==> src/rtl/core/lbp_pkg.sv <==
`timescale 1ns / 1ps
`default_nettype none
// ----------------------------------------------------------------------------
// lbp_pkg
// Shared widths, register map and control types of the 3x3 LBP stream.
// ----------------------------------------------------------------------------
package lbp_pkg;

  localparam int PIX_W         = 8;
  localparam int FW_W          = 11;
  localparam int FH_W          = 12;
  localparam int DEF_MAX_WIDTH = 1024;

  localparam int APB_AW = 3;
  localparam int APB_DW = 32;

  localparam logic [FW_W-1:0] WIDTH_RESET  = FW_W'(640);
  localparam logic [FH_W-1:0] HEIGHT_RESET = FH_W'(480);
  localparam logic [FW_W-1:0] WIDTH_MIN    = FW_W'(3);
  localparam logic [FH_W-1:0] HEIGHT_MIN   = FH_W'(3);

  // Register index, taken from paddr[2]
  localparam logic REG_WIDTH  = 1'b0;
  localparam logic REG_HEIGHT = 1'b1;

  // Effective frame geometry handed from the register block to the datapath
  typedef struct packed {
    logic [FW_W-1:0] width;
    logic [FH_W-1:0] height;
    logic            restart;
  } frame_cfg_t;

endpackage : lbp_pkg
`default_nettype wire

==> src/rtl/core/lbp_window.sv <==
`timescale 1ns / 1ps
`default_nettype none
// ----------------------------------------------------------------------------
// lbp_window
// 3x3 pixel window and the eight centre-to-neighbour comparisons.
// ----------------------------------------------------------------------------
module lbp_window (
  input  wire logic                      clk,
  input  wire logic                      rst,
  input  wire logic                      shift,
  input  wire logic [lbp_pkg::PIX_W-1:0] top,
  input  wire logic [lbp_pkg::PIX_W-1:0] mid,
  input  wire logic [lbp_pkg::PIX_W-1:0] px,
  output logic      [lbp_pkg::PIX_W-1:0] code
);
  import lbp_pkg::*;

  // Row-major, row 0 oldest line, column 2 newest
  logic [PIX_W-1:0] win      [9];
  logic [PIX_W-1:0] win_next [9];
  logic [PIX_W-1:0] ctr;

  always_comb begin
    for (int k = 0; k < 3; k++) begin
      win_next[k*3+0] = win[k*3+1];
      win_next[k*3+1] = win[k*3+2];
    end
    win_next[2] = top;
    win_next[5] = mid;
    win_next[8] = px;
  end

  always_ff @(posedge clk) begin
    if (rst) begin
      for (int i = 0; i < 9; i++) begin
        win[i] <= '0;
      end
    end else if (shift) begin
      win <= win_next;
    end
  end

  // Code of the window as it stands after this shift
  assign ctr = win_next[4];
  always_comb begin
    code[7] = (ctr <= win_next[0]);
    code[6] = (ctr <= win_next[1]);
    code[5] = (ctr <= win_next[2]);
    code[4] = (ctr <= win_next[5]);
    code[3] = (ctr <= win_next[8]);
    code[2] = (ctr <= win_next[7]);
    code[1] = (ctr <= win_next[6]);
    code[0] = (ctr <= win_next[3]);
  end

endmodule : lbp_window
`default_nettype wire

==> config.mk <==
export PLATFORM = sky130hd
export DESIGN_NAME = lbp_window
export DESIGN_NICKNAME = d
export VERILOG_FILES = /design/src/rtl/core/lbp_pkg.sv /design/src/rtl/core/lbp_window.sv
export SDC_FILE = /design/constraint.sdc
export NUM_CORES = 1
export LEC_CHECK = 0
export ABC_AREA = 1
export BUFFER_PORTS_ARGS = -buffer_cell sky130_fd_sc_hd__buf_4
export CAP_MARGIN = 20
export CORE_ASPECT_RATIO = 0.5
export CORE_UTILIZATION = 55
export CTS_CLUSTER_SIZE = 30
export DETAILED_ROUTE_END_ITERATION = 12
export PLACE_DENSITY = 0.75
export SYNTH_ARGS = -nofsm -noshare
export SYNTH_HDL_FRONTEND = slang
export SYNTH_SLANG_ARGS = --single-unit
==> constraint.sdc <==
create_clock -name clk -period 3.1 [get_ports clk]
set_clock_uncertainty 0.15 [all_clocks]
set_input_delay 0 -clock clk [delete_from_list [all_inputs] [get_ports clk]]
set_output_delay 0 -clock clk [all_outputs]
set_load 0.03 [all_outputs]
==> summary.md <==
| Metric | Value |
|---|---|
| Status | finished, final reports clean |
| RSZ-0062 raised after global routing | false |
| DRC viols | 0 |
| # nets final | between 500 and 600 |
| Clk_lat worst skew | 0.30 ns |
| Sequential Area | just under 0.001 mm^2 |
| TNS Setup | 0 ns |
| CTS tree | done |
| Worst r2r path cells | 2 |
| Worst Path Required | 2.95 ns |
| Register bit total from synthesis | 48 |
| Overflow after GRT | 0 |
| Most frequent cells after synthesis | nand2_1 (88), inv_1 (82), nor2_1 (68) |
| Clock Path Buffers | 2 |
| Dpl ws | 1.42 ns |
| Busiest grt layer | met2 |
| Site row count | 20 |
| Postcts setup bufs | 0 |
| Max cap viols | 0 |
| R2R Path End | win[33] |
| Startpoint types | flop |
| Ports | 35 |
| Syn. warnings | 0 |
| CTS-repair resized insts | 0 |
| Multi-input gate area | 0.00211 mm^2 |
| DR vias | 2857 |
| Final worst path period need | 2.03 ns |
| CP endpoint kind | output port |
| Cell taking the most area after synthesis | dfxtp_1 |
| Root Driver | clkbuf_16 |
| Arr. time, crit path | roughly 1.9 ns |
| Layout area overhead | 18.7% |
| Peak supply drop | 0.284 mV |
| Worst Max-Slew Pin Slew | around 0.73 ns |
| Detailed placement HPWL | between 4000 and 5000 um |
| Crit Path Max Fanout | 10 |
| Antenna cell count | 0 |
| Wirelength per Cell | 12.7 um |
| R2R Setup Slk | 1.92 ns |
| First-pass GRT wire length | 12200 um |
| Met2 GRT Util | 39.6% |
| Die footprint | 0.00671 mm^2 |
| Largest cells by area after synthesis | dfxtp_1 (27%), ha_1 (23%), a211oi_2 (13%) |
| CP startpoint | ctr[5] |
| Largest net degree at the start of global routing | 49 |
| PD cells | between 400 and 500 mW/mm^2 |
| Drt total wl | 7410 um |
| Post-Syn Area per Cell | about 7.9 um^2 |
| Pre-Repair DR Iteration Count | 4 |
| Hold WC Path Type | in2reg |
| Chip Width | 115 um |
| Fmax | a little under 0.5 GHz |
| Core area | 0.00611 mm^2 |
| Total GRT Usage | 23.8% |
| GR Layer Usage met1 | 32.0% |
| XOR/XNOR Fraction of Synth Area | 0% |
| Worst setup margin | 1.07 ns |
| Synthesized cell area | about 0.0035 mm^2 |
| Port-buffer cells | 34 |
| Cell Chain, Critical Path | ha_1 -> a21oi_1 -> nor2_1 -> nor2_1 -> nand2_1 -> nand2_1 -> buf_4 |
| Area share of fa/ha/maj cells after synthesis | 22.8% |
| Count leader, synth | nand2_1 |
| Grt met3 use | 4.63% |
| Filler instances | 509 |
| Sinks on Clock Net | 48 |
| Die H | 58.4 um |
| Pleak | 2.09 nW |
| Hold buffer count at CTS | 24 |
| Iter 0 DRT Violations | between 100 and 150 |
| CTS buffer count | 5 |
| Initial core utilization | 57.4% |
| Share of cells above drive strength 1 | 15.9% |
| Slew HR | 51.3% |
| Simple-gate area share of the yosys netlist | 18.1% |
| Syn_nets | 537 |
| Initial antenna violation count | 0 |
| Crit path capture | code[1] |
| Vias in the first global route | 2614 |
| Reg-to-reg startpoint | ctr[1] |
| Largest family of logic cells by synthesized area | adder cells |
| Asr flop ratio synth | 0% |
| H-tree levels | 2 |
| Mux cell area share after synthesis | 0% |
| Fin crit share | 65.4% |
| Worst-path clk slew | roughly 0.070 ns |
| Cell count after synthesis | roughly 450 |
| Seq/Total Area, Yosys | 27.4% |
| Fin. max-slew vios | 0 |
| Slowest CP cell | dfxtp_1 |
| DR vias/cell | 4.88 |
| EDFF count, synth | 0 |
| Synth Flop Type | dfxtp_1 |
| CP max stage delay | 0.60 ns |
| Share of the synthesized area in the top cell type | between 20% and 30% |
| Final setup vio count | 0 |
| Synth Area in Compound Gates | 19.1% |
| Antenna-violating nets left | 0 |
| Placer Congestion | 0.801 |
| Netlist cell types | 13 |
| Final Hold Fails | 0 |
| Critical path type | reg2out |
worst max-delay path, delay by kind of cell (launching register included):
kind / cells / cell delay (ns)
buf+inv: 1 / 0.15
simple gates: 4 / 0.32
fa+ha+maj: 1 / 0.33
compound gates: 1 / 0.16
flops: 1 / 0.60
worst min path at each step:
stage	slack [ns]	cells after the start	to	startpoint
global placement	0.13	3	win[48]	top[0]
finish	0.08	3	win[8]	shift
detailed placement	0.13	3	win[48]	top[0]
CTS	0.06	3	win[48]	shift
floorplan	-0.003	2	win[0]	px[0]
global route	0.09	3	win[8]	shift
per-layer routing:
layer	share of wire (%)	up-vias
li1	-	1551
met1	51	1256
met2	45	44
met3	3.4	6
met4	0.93	0
met5	0	-
kinds of logic after synthesis:
group | after synthesis
and+or+nand+nor | 164
buffers and inverters | 98
AOI/OAI and AO/OA | 72
adders and majority gates | 64
DFF | 48
final cells by class:
| type | count | share of cell area [%] |
|---|---|---|
| Timing Repair Buffer | 59 | 12.1 |
| Clock inverter | 3 | 1.11 |
| Multi-Input combinational cell | 300 | 50.6 |
| Inverter | 82 | 7.40 |
| Tap cell | 88 | 2.65 |
| Sequential cell | 48 | 23.1 |
| Clock buffer | 5 | 3.01 |
state kept, by name (all words and copies together), names as in the netlist:
register,flops
ctr,8
win,40
per-stage QoR:
step                power (mW)  hold slack (ns)  util [%]  instance area [um^2]  std cells
CTS                       1.85           0.0646      68.1                  4160        585
finish                    1.84           0.0773      68.1                  4160        585
detailed placement        1.18            0.132      61.4                  3750        553
floorplan                 1.06         -0.00266         -                  3500        446
global route              1.94           0.0927      68.1                  4160        585
global placement          1.17            0.133      61.4                  3750        553
cell usage in the layout (no fill, tap or decap):
cell type | netlist | routed
dlygate4sd3_1 | 0 | 24
ha_1 | 64 | 64
nand4_1 | 8 | 8
dfxtp_1 | 48 | 48
a21oi_1 | 20 | 20
clkbuf_16 | 0 | 5
inv_1 | 82 | 82
inv_6 | 0 | 1
buf_4 | 2 | 35
clkinvlp_4 | 0 | 1
a211oi_1 | 8 | 8
nor2_1 | 68 | 68
bufinv_16 | 0 | 1
a211oi_2 | 36 | 36
nand2_1 | 88 | 88
a21o_1 | 8 | 8
power breakdown:
part           internal [mW]  leakage (nW)  switching, mW
Sequential             0.657         0.398         0.0399
Combinational          0.211          1.61          0.286
Clock                  0.384        0.0804          0.258
Power figures use the tool's default switching activity.
