## src/rtl/core/lbp_pkg.sv

```systemverilog
`timescale 1ns / 1ps
`default_nettype none
// ----------------------------------------------------------------------------
// lbp_pkg
// Shared widths, register map and control types of the 3x3 LBP stream.
// ----------------------------------------------------------------------------
package lbp_pkg;

  localparam int PIX_W         = 8;
  localparam int FW_W          = 11;
  localparam int FH_W          = 12;
  localparam int DEF_MAX_WIDTH = 1024;

  localparam int APB_AW = 3;
  localparam int APB_DW = 32;

  localparam logic [FW_W-1:0] WIDTH_RESET  = FW_W'(640);
  localparam logic [FH_W-1:0] HEIGHT_RESET = FH_W'(480);
  localparam logic [FW_W-1:0] WIDTH_MIN    = FW_W'(3);
  localparam logic [FH_W-1:0] HEIGHT_MIN   = FH_W'(3);

  // Register index, taken from paddr[2]
  localparam logic REG_WIDTH  = 1'b0;
  localparam logic REG_HEIGHT = 1'b1;

  // Effective frame geometry handed from the register block to the datapath
  typedef struct packed {
    logic [FW_W-1:0] width;
    logic [FH_W-1:0] height;
    logic            restart;
  } frame_cfg_t;

endpackage : lbp_pkg
`default_nettype wire

```

## src/rtl/core/lbp_cfg.sv

```systemverilog
`timescale 1ns / 1ps
`default_nettype none
// ----------------------------------------------------------------------------
// lbp_cfg
// APB register block: frame width and height, clamped to their legal range.
// ----------------------------------------------------------------------------
module lbp_cfg #(
  parameter int MAX_WIDTH = lbp_pkg::DEF_MAX_WIDTH
) (
  input  wire logic                       clk,
  input  wire logic                       rst,
  input  wire logic                       psel,
  input  wire logic                       penable,
  input  wire logic                       pwrite,
  input  wire logic [lbp_pkg::APB_AW-1:0] paddr,
  input  wire logic [lbp_pkg::APB_DW-1:0] pwdata,
  output logic      [lbp_pkg::APB_DW-1:0] prdata,
  output logic                            pready,
  output lbp_pkg::frame_cfg_t             cfg
);
  import lbp_pkg::*;

  localparam bit CLAMP_HI = (MAX_WIDTH < (1 << FW_W));

  logic [FW_W-1:0] frame_width;
  logic [FH_W-1:0] frame_height;
  logic            wr_en;
  logic            reg_sel;

  assign pready  = 1'b1;
  assign reg_sel = paddr[2];
  assign wr_en   = psel && penable && pwrite;

  always_ff @(posedge clk) begin
    if (rst) begin
      frame_width  <= WIDTH_RESET;
      frame_height <= HEIGHT_RESET;
    end else if (wr_en) begin
      case (reg_sel)
        REG_WIDTH:  frame_width  <= pwdata[FW_W-1:0];
        REG_HEIGHT: frame_height <= pwdata[FH_W-1:0];
        default: ;
      endcase
    end
  end

  always_comb begin
    case (reg_sel)
      REG_WIDTH:  prdata = APB_DW'(frame_width);
      REG_HEIGHT: prdata = APB_DW'(frame_height);
      default:    prdata = '0;
    endcase
  end

  // Effective geometry; any write restarts the frame
  always_comb begin
    cfg.restart = wr_en;
    if (frame_width < WIDTH_MIN) begin
      cfg.width = WIDTH_MIN;
    end else if (CLAMP_HI && (frame_width > FW_W'(MAX_WIDTH))) begin
      cfg.width = FW_W'(MAX_WIDTH);
    end else begin
      cfg.width = frame_width;
    end
    cfg.height = (frame_height < HEIGHT_MIN) ? HEIGHT_MIN : frame_height;
  end

endmodule : lbp_cfg
`default_nettype wire

```

## config.mk

```make
export PLATFORM = sky130hd
export DESIGN_NAME = lbp_cfg
export DESIGN_NICKNAME = d
export VERILOG_FILES = /design/src/rtl/core/lbp_pkg.sv /design/src/rtl/core/lbp_cfg.sv
export SDC_FILE = /design/constraint.sdc
export NUM_CORES = 1
export LEC_CHECK = 0
export ABC_AREA = 1
export BUFFER_PORTS_ARGS = -buffer_cell sky130_fd_sc_hd__buf_2
export CAP_MARGIN = 20
export CORE_ASPECT_RATIO = 0.5
export CORE_UTILIZATION = 35
export CTS_BUF_LIST = sky130_fd_sc_hd__clkbuf_4 sky130_fd_sc_hd__clkbuf_8 sky130_fd_sc_hd__clkbuf_16
export CTS_CLUSTER_DIAMETER = 30
export CTS_CLUSTER_SIZE = 24
export DETAILED_ROUTE_END_ITERATION = 8
export GPL_TIMING_DRIVEN = 0
export HOLD_SLACK_MARGIN = 0.12
export PLACE_DENSITY_LB_ADDON = 0.15
export SYNTH_ARGS = -nofsm -noshare
export SYNTH_HDL_FRONTEND = slang
export SYNTH_SLANG_ARGS = --single-unit
export TNS_END_PERCENT = 100
```

## constraint.sdc

```tcl
create_clock -name clk -period 1.5 [get_ports clk]
set_input_delay 0.375 -clock clk [delete_from_list [all_inputs] [get_ports clk]]
set_output_delay 0.375 -clock clk [all_outputs]
set_load 0.01 [all_outputs]
```

==> impl_metrics.tcl, run 1 <==
set metrics [dict create \
    post_synth_inst_count 205 \
    hold_viol 0 \
    power_density_nw_per_um2 686 \
    avgViaCountPerCell 4.26 \
    layout.cells.non_filler 335 \
    relative_contribution_of_sequential_cells_to_total_power_pct 48.5 \
    synth_common_cells "29 x nand2_1, 29 x nor2_1, 25 x o21ai_0, 23 x dfxtp_1, 23 x inv_1" \
    rsz0062_at_grt "true" \
    synth_sequential_area_ratio_pct 33.3 \
    dr.pass1.iters 4 \
    p_leak_nw 1.06 \
    cts.clk_slew.worst_paths_ns 0.08 \
    cts_tree "yes" \
    drtAntennaViolNets 0 \
    cts.hold.buffers_added 0 \
    fin_tns_setup_ns -1.56 \
    drt_wl_total_mm 3.44 \
    post-route-drc-count 0 \
    synth-edff-count 0 \
    synthesized_cell_area_um2 1380 \
    gr-total-overflow 0 \
    detailed_place_hpwl_mm 2.60 \
    chipHeight_um 46.5 \
    final_min_period_over_clock_period_pct 111 \
    postSynth.asyncResetShare_pct 0 \
    achievable-frequency_mhz 600 \
    setup_violations 11 \
    timing.setup.critical_path_class "register to primary output" \
    gp_congestion 0.750 \
    synth_largest_type_area_fraction_pct 33.3 \
    worstSkewPairLatency_ns 0.26 \
    clockPowerShare_pct 29.8 \
    ctsLongestPathBuffers 2 \
    dr.first_iter.drc_count 60 \
    path_max_fanout 7 \
    dominant_register_cell_in_the_synthesized_netlist "dfxtp_1" \
    grt_pass1_vias 1067 \
    yosys-top-cells-area "dfxtp_1 33%, buf_4 12%, o21ai_0 9.0%" \
    routedWlPerCell_um 10.3 \
    grt_pass1_wl_mm 5.25 \
    maximum_clock_skew_at_final_layout_ns 0 \
    core.rowCount 15 \
    port_buffers 53 \
    syn_to_final_growth_pct 42.5 \
    placed_cells 328 \
    max_cap_viol 0 \
    worstSetupStartpointType "register" \
    total_clock_sinks 23 \
    fillerInstances 363 \
    violations_in_the_final_reports "negative setup slack" \
    design.final.nets 325 \
    power.net_switching_mw 0.381 \
    hp-class "primary input to register" \
    core_region_area_um2 3600 \
    library_cell_with_the_largest_summed_area_after_synthesis "dfxtp_1" \
    ys_ff_latch 23 \
    period_needed_ns 1.67 \
    insertedDiodeCount 0 \
    power_frac_comb_pct 21.6 \
    pre_cts_ws_ns -0.0628 \
    critical_path_arrival_ns 1.29 \
    synth_area_per_cell_um2 6.75 \
    unique_masters_post_synth 22 \
    layout_setup_ws_ns -0.167 \
    htreeDepth 1 \
    ys.warnings.count 0 \
    crit_required_ns 1.12 \
    power_switching_share_pct 28.2 \
    design.die.area_um2 4220 \
    run_status "finished, violations left" \
    antenna_found_initial 0 \
    clock-root-buffer "clkbuf_8" \
    floorplan.initialDensity_pct 38.4 \
    internal_portion_of_total_power_mw 0.971 \
    grt_max_degree 13 \
    end_kind "primary output" \
    ir_drop_v 0.000337 \
    hold_ws_ns 0.330 \
    postLayoutCoreUtil_pct 54.7 \
    numCtsBuffers 3 \
    dr_total_vias 1426 \
    ioPinCount 97 \
    post_route_cells_drive_above_1_share_pct 46.8 \
    grt_usage_pct 16.2 \
    die_w_um 90.9 \
    final-max-slew-violation-count 0 \
]
==> layer usage <==
layer  GRT usage [%]  share of wire, %  up-vias
met5               0                 0        -
met4            2.86              0.23        0
met3            4.46               8.3        2
met2            25.8                43       56
met1            22.6                49      623
li1                -                 -      745
==> worst paths after layout <==
path | start | end | slack [ns] | cells past startpoint
max | frame_width[8]$_SDFFE_PP0P_ | cfg[21] | -0.17 | 6
min | rst | frame_width[7]$_SDFFE_PP1P_ | 0.33 | 3
max reg2reg | frame_height[7]$_SDFFE_PP1P_ | frame_height[7]$_SDFFE_PP1P_ | 0.78 | 3
min reg2reg | frame_height[8]$_SDFFE_PP1P_ | frame_height[8]$_SDFFE_PP1P_ | 0.51 | 2
==> placed cells by master (no fill, tap or decap) <==
master | Yosys | layout
buf_2 | 2 | 54
nand2_1 | 29 | 27
buf_4 | 22 | 24
o21ai_0 | 25 | 23
inv_1 | 23 | 21
conb_1 | 2 | 21
nor2_1 | 29 | 19
dfxtp_2 | 0 | 13
clkbuf_1 | 13 | 12
a21oi_1 | 9 | 9
o21ai_1 | 5 | 7
dfxtp_1 | 23 | 7
nor2_2 | 1 | 6
a21oi_2 | 6 | 6
nor2_4 | 0 | 5
inv_2 | 3 | 4
nand3_1 | 5 | 4
clkbuf_8 | 1 | 4
buf_6 | 2 | 3
dfxtp_4 | 0 | 3
clkbuf_4 | 0 | 2
nand2_2 | 0 | 2
nand3_4 | 1 | 2
clkbuf_2 | 0 | 1
o21bai_4 | 0 | 1
inv_4 | 0 | 1
o211ai_1 | 1 | 1
nor2_8 | 1 | 1
o21ai_2 | 1 | 1
==> cell type report <==
class / count / area, µm² / area share [%]
Timing Repair Buffer: 56 / 292 / 14.8
Buffer: 40 / 264 / 13.4
Inverter: 26 / 100 / 5.08
Tap cell: 51 / 63.8 / 3.24
Multi-Input combinational cell: 135 / 716 / 36.3
Sequential cell: 23 / 488 / 24.7
Clock buffer: 4 / 48.8 / 2.47
==> flip-flops by register name, indices dropped and copies added (netlist names) <==
name / count
frame_height: 12
frame_width: 11
==> through the flow <==
stage	instance area, µm²	power, mW
2_1_floorplan	1460	0.847
3_5_place_dp	1780	0.939
6_report	1970	1.35
4_1_cts	1880	1.34
5_1_grt	1970	1.42
3_3_place_gp	1780	0.936
==> kinds of logic after synthesis <==
family | synth area share, %
flip-flops | 33.3
buffers and inverters | 25.9
AO/OA/AOI/OAI | 19.6
AND/OR/NAND/NOR | 20.7
other | 0.543
==> repair_timing <==
action	4_1_cts	5_1_grt
buffers inserted	3	0
pin swaps	6	9
gates resized for setup	17	31
endpoints found under the hold margin	0	0
endpoints found under the setup margin	21	13
==> worst max-delay path, stage by stage (launching register included) <==
cell and delay, ns:
dfxtp_2 0.34, nor2_4 0.13, nand3_4 0.10, o21bai_4 0.15, inv_4 0.08, nor2_1 0.08
buf_2 0.13
==> power by group through the flow <==
stage,clock (mW),sequential [mW],combinational (mW)
final,0.403,0.656,0.292
after CTS,0.408,0.652,0.280
after detailed placement,0,0.666,0.273
after floorplan,0,0.660,0.188
after global placement,0,0.666,0.270
after global routing,0.437,0.660,0.324
(Power assumes the default switching activity.)
==> run 2, diff against run 1 <==
MAX_ROUTING_LAYER = met4   (was default)
clock period = 2.1 ns   (was 1.5 ns; I/O delays follow)
==> run 2 against run 1 <==
The flow now finishes without violations. Cell count down 0.90%. Clock skew did not move. Sequential share of layout area grew 0.32 points. Critical path type unchanged. Die area stayed put. Clock-buffer cell count is the same. Design area shrank 6.9%. Via count is 2.0% lower. Utilization is 3.7 points lower. Combinational power down 33%. Clock power fell by 28%. Non-clock buffer count decreased by 3.
==> impl_metrics.tcl, run 2 (synthesis results as in run 1) <==
set metrics [dict create \
    layout_commonest_cell "buf_2" \
    gp_congestion 0.760 \
    final_design_area_no_fill_um2 1840 \
    layout.cells.non_filler 332 \
    post-route-drc-count 0 \
    hp-class "primary input to register" \
    regMostFlops "frame_height" \
    dr_total_vias 1397 \
    largest_registers "frame_height (12), frame_width (11)" \
    design.final.nets 322 \
    crit_required_ns 1.57 \
    fillerInstances 377 \
    antenna_found_initial 0 \
    rsz0062_at_grt "false" \
    clock-root-buffer "clkbuf_8" \
    grt_max_degree 13 \
    cts.hold.buffers_added 0 \
    numCtsBuffers 3 \
    placedInstanceArea_um2 1780 \
    maximum_clock_skew_at_final_layout_ns 0 \
    path_max_fanout 7 \
    worstPathCellList "nor2_1 -> nand3_1 -> o21bai_2 -> inv_2 -> nor2_1 -> buf_2" \
    hold_viol 0 \
    ctsLongestPathBuffers 2 \
    avgViaCountPerCell 4.21 \
    cts_tree "yes" \
    timing.critical_path.mode_cell "nor2_1" \
    fin_tns_setup_ns 0 \
    timing.setup.critical_path_class "register to primary output" \
    gr-total-overflow 0 \
    grt_usage_pct 16.3 \
    clockPowerShare_pct 30.4 \
    routedWlPerCell_um 10.0 \
    floorplan.initialDensity_pct 38.4 \
    total_clock_sinks 23 \
    number_of_flip_flops_under_the_largest_register_name 12 \
    postLayoutCoreUtil_pct 51.0 \
    worstSetupStartpointType "register" \
    p_leak_nw 1.03 \
    syn_to_final_growth_pct 32.7 \
    max_cap_viol 0 \
    internal_portion_of_total_power_mw 0.687 \
    final_min_period_over_clock_period_pct 90.2 \
    drtAntennaViolNets 0 \
    dr.pass1.iters 5 \
    htreeDepth 1 \
    grt_pass1_wl_mm 5.14 \
    chipHeight_um 46.5 \
    placed_cells 328 \
    insertedDiodeCount 0 \
    port_buffers 53 \
    layout_setup_ws_ns 0.205 \
    ir_drop_v 0.000236 \
    design.die.area_um2 4220 \
    end_kind "primary output" \
    relative_contribution_of_sequential_cells_to_total_power_pct 49.0 \
    power.total_mw 0.951 \
    pre_cts_ws_ns 0.237 \
    most-common-layout-cells "55 x buf_2, 29 x nand2_1, 29 x nor2_1" \
    period_needed_ns 1.89 \
    worstSkewPairLatency_ns 0.26 \
    detailed_place_hpwl_mm 2.60 \
    run_status "completed" \
    grt_pass1_vias 1049 \
    dr.first_iter.drc_count 56 \
    core.rowCount 15 \
    die_w_um 90.9 \
    cts.clk_slew.worst_paths_ns 0.08 \
    post_route_cells_drive_above_1_share_pct 35.2 \
    drt_wl_total_mm 3.32 \
    final-max-slew-violation-count 0 \
    critical_path.slowest_cell "dfxtp_1" \
    power_switching_share_pct 27.8 \
    power.net_switching_mw 0.264 \
    setup_violations 0 \
    power_density_nw_per_um2 518 \
    power_frac_comb_pct 20.6 \
    critical-path-max-stage-delay_ns 0.33 \
    achievable-frequency_mhz 528 \
    critical_path_arrival_ns 1.37 \
    hold_ws_ns 0.480 \
    core_region_area_um2 3600 \
    ioPinCount 97 \
]
run 2: critical path, delay by kind of cell (launching register included):
kind	cells	cell delay, ns
buf+inv	2	0.24
simple gates	3	0.38
flops	1	0.33
compound gates	1	0.16
run 2: repair_timing:
item                                    4_1_cts  5_1_grt
buffers inserted                              0        0
gates resized for setup                       0        2
endpoints found under the setup margin        0        7
run 2: cell type report:
class / count / area (µm²) / share of cell area [%]
Buffer: 40 / 260 / 14.2
Clock buffer: 4 / 48.8 / 2.66
Inverter: 26 / 97.6 / 5.31
Multi-Input combinational cell: 135 / 641 / 34.9
Sequential cell: 23 / 460 / 25.1
Tap cell: 51 / 63.8 / 3.47
Timing Repair Buffer: 53 / 265 / 14.4
run 2: path summary, 6_finish.rpt:
kind | start | to | slack (ns) | cells past startpoint
max | frame_width[8]$_SDFFE_PP0P_ | cfg[21] | 0.21 | 6
min | pwdata[11] | frame_height[11]$_SDFFE_PP0P_ | 0.48 | 3
max reg2reg | frame_width[0]$_SDFFE_PP0P_ | frame_width[0]$_SDFFE_PP0P_ | 1.42 | 2
min reg2reg | frame_height[8]$_SDFFE_PP1P_ | frame_height[8]$_SDFFE_PP1P_ | 0.52 | 2
run 2: power groups by stage:
| stage | logic, mW | clock network [mW] | registers (mW) |
|---|---|---|---|
| after floorplan | 0.134 | 0 | 0.471 |
| after global placement | 0.193 | 0 | 0.476 |
| after detailed placement | 0.195 | 0 | 0.476 |
| after CTS | 0.195 | 0.291 | 0.466 |
| after global routing | 0.218 | 0.312 | 0.469 |
| final | 0.196 | 0.289 | 0.466 |
run 2: layer usage:
metal	up-vias	GRT usage (%)	routed length, µm
li1	739	-	-
met2	55	25.8	1400
met3	2	4.46	292
met4	0	2.86	8
met1	601	21.5	1620
met5	-	-	0
==> run 3, diff against run 2 <==
CORE_UTILIZATION = 44   (was 35)
SETUP_SLACK_MARGIN = 0.1   (was default)
==> run 3 against run 2 <==
Wire length grew 2.2%. Sequential power is essentially flat. Design area grew 0.68%. Clock skew is the same. Combinational power grew 2%.
==> impl_metrics.tcl, run 3 (synthesis results as in run 1) <==
set metrics [dict create \
    critical_path_arrival_ns 1.33 \
    register_area_um2 465 \
    rsz0062_at_grt "false" \
    grt_pass1_wl_mm 5.26 \
    core.rowCount 13 \
    chipHeight_um 41.7 \
    total_clock_sinks 23 \
    dr.pass1.iters 4 \
    setup_violations 0 \
    largest_registers "frame_height (12), frame_width (11)" \
    clockPowerShare_pct 29.1 \
    final_min_period_over_clock_period_pct 88.5 \
    period_needed_ns 1.86 \
    regMostFlops "frame_height" \
    number_of_flip_flops_under_the_largest_register_name 12 \
    internal_portion_of_total_power_mw 0.673 \
    most-common-layout-cells "55 x buf_2, 29 x nand2_1, 25 x o21ai_0" \
    avgViaCountPerCell 4.48 \
    grt_pass1_vias 1185 \
    p_leak_nw 1.03 \
    htreeDepth 1 \
    drt_wl_total_mm 3.40 \
    dr.first_iter.drc_count 68 \
    crit_required_ns 1.57 \
    ir_drop_v 0.000296 \
    drtAntennaViolNets 0 \
    layout_commonest_cell "buf_2" \
    path_max_fanout 7 \
    hold_ws_ns 0.478 \
    numCtsBuffers 3 \
    achievable-frequency_mhz 538 \
    run_status "completed" \
    hold_viol 0 \
    end_kind "primary output" \
    floorplan.initialDensity_pct 49.8 \
    power_density_nw_per_um2 509 \
    clock-root-buffer "clkbuf_8" \
    gr-total-overflow 0 \
    syn_to_final_growth_pct 33.6 \
    final-max-slew-violation-count 0 \
    routedWlPerCell_um 10.6 \
    die_w_um 81.3 \
    core_region_area_um2 2780 \
    timing.setup.critical_path_class "register to primary output" \
    worstHoldStart "pwdata[11]" \
    max_cap_viol 0 \
    fin_tns_setup_ns 0 \
    post_route_cells_drive_above_1_share_pct 39.4 \
    detailed_place_hpwl_mm 2.60 \
    ctsLongestPathBuffers 2 \
    maximum_clock_skew_at_final_layout_ns 0 \
    hp-class "primary input to register" \
    ioPinCount 97 \
    cts_tree "yes" \
    design.final.nets 323 \
    fillerInstances 242 \
    dr_total_vias 1430 \
    gp_congestion 0.851 \
    grt_max_degree 14 \
    cts.clk_slew.worst_paths_ns 0.08 \
    power_switching_share_pct 28.6 \
    antenna_found_initial 0 \
    multi_input_area_um2 661 \
    crit_start "frame_width[9]$_SDFFE_PP1P_" \
    power.net_switching_mw 0.269 \
    relative_contribution_of_sequential_cells_to_total_power_pct 49.6 \
    power_frac_comb_pct 21.2 \
    port_buffers 53 \
    post-route-drc-count 0 \
    grt_usage_pct 20.9 \
    worstSkewPairLatency_ns 0.26 \
    design.die.area_um2 3390 \
    rr_startpoint "frame_height[3]$_SDFFE_PP0P_" \
    worstSetupStartpointType "register" \
    cts.hold.buffers_added 0 \
    insertedDiodeCount 0 \
]
## run 3: cell types whose count changed in the layout (fill, tap and decap cells not counted)
cell and change:
nor2_1 -6, nor2_2 +6, dfxtp_1 -4, dfxtp_2 +4
buf_4 +1, clkbuf_4 -1, clkinv_2 +1, nand3_1 -1
nand3_2 +1
## run 3: worst max-delay path, cell delays in order (launching register included)
cell,delay (ns)
dfxtp_2,0.33
nor2_2,0.13
nand3_2,0.10
o21bai_2,0.18
inv_2,0.11
nor2_1,0.10
buf_2,0.13
## run 3: layout make-up
cell class,instances,share of cell area [%]
well taps,37,2.50
inverters,26,5.28
flip-flops and latches,23,25.2
clock inverters,1,0.271
clock buffers,3,2.23
plain buffers,40,14.1
multi-input cells,135,35.7
repair buffers,54,14.7
## run 3: what timing repair did
action,in CTS,in global routing
setup buffers,0,1
setup endpoints to repair,0,7
gates resized for setup,0,13
## run 3: through the flow
step                util [%]  cell area, µm²  instances  power, mW  setup slack (ns)
detailed placement      63.5            1770        314      0.670             0.250
finish                  66.5            1850        319      0.942             0.241
global route            66.5            1850        319      0.993             0.121
floorplan                  -            1460        224      0.605             0.594
CTS                     65.2            1810        318      0.939             0.127
global placement        63.5            1770        314      0.667             0.272
## run 3: power by group through the flow
stage                     combinational (mW)  clock [mW]  sequential [mW]
after floorplan                        0.134           0            0.471
after global routing                   0.223       0.301            0.470
after global placement                 0.192           0            0.475
after CTS                              0.195       0.279            0.465
after detailed placement               0.194           0            0.476
final                                  0.200       0.274            0.468
## run 3: worst paths after layout
path	to	slack [ns]	depth (start not counted)
max reg2reg	frame_height[3]$_SDFFE_PP0P_	1.40	2
min	frame_height[11]$_SDFFE_PP0P_	0.48	3
max	cfg[20]	0.24	6
min reg2reg	frame_height[8]$_SDFFE_PP1P_	0.51	2
## run 3: layer usage
| metal | wire length, µm | GRT usage [%] |
|---|---|---|
| met1 | 1580 | 27.1 |
| met2 | 1540 | 33.2 |
| met3 | 254 | 4.84 |
| met4 | 17 | 4.29 |
| met5 | 0 | - |
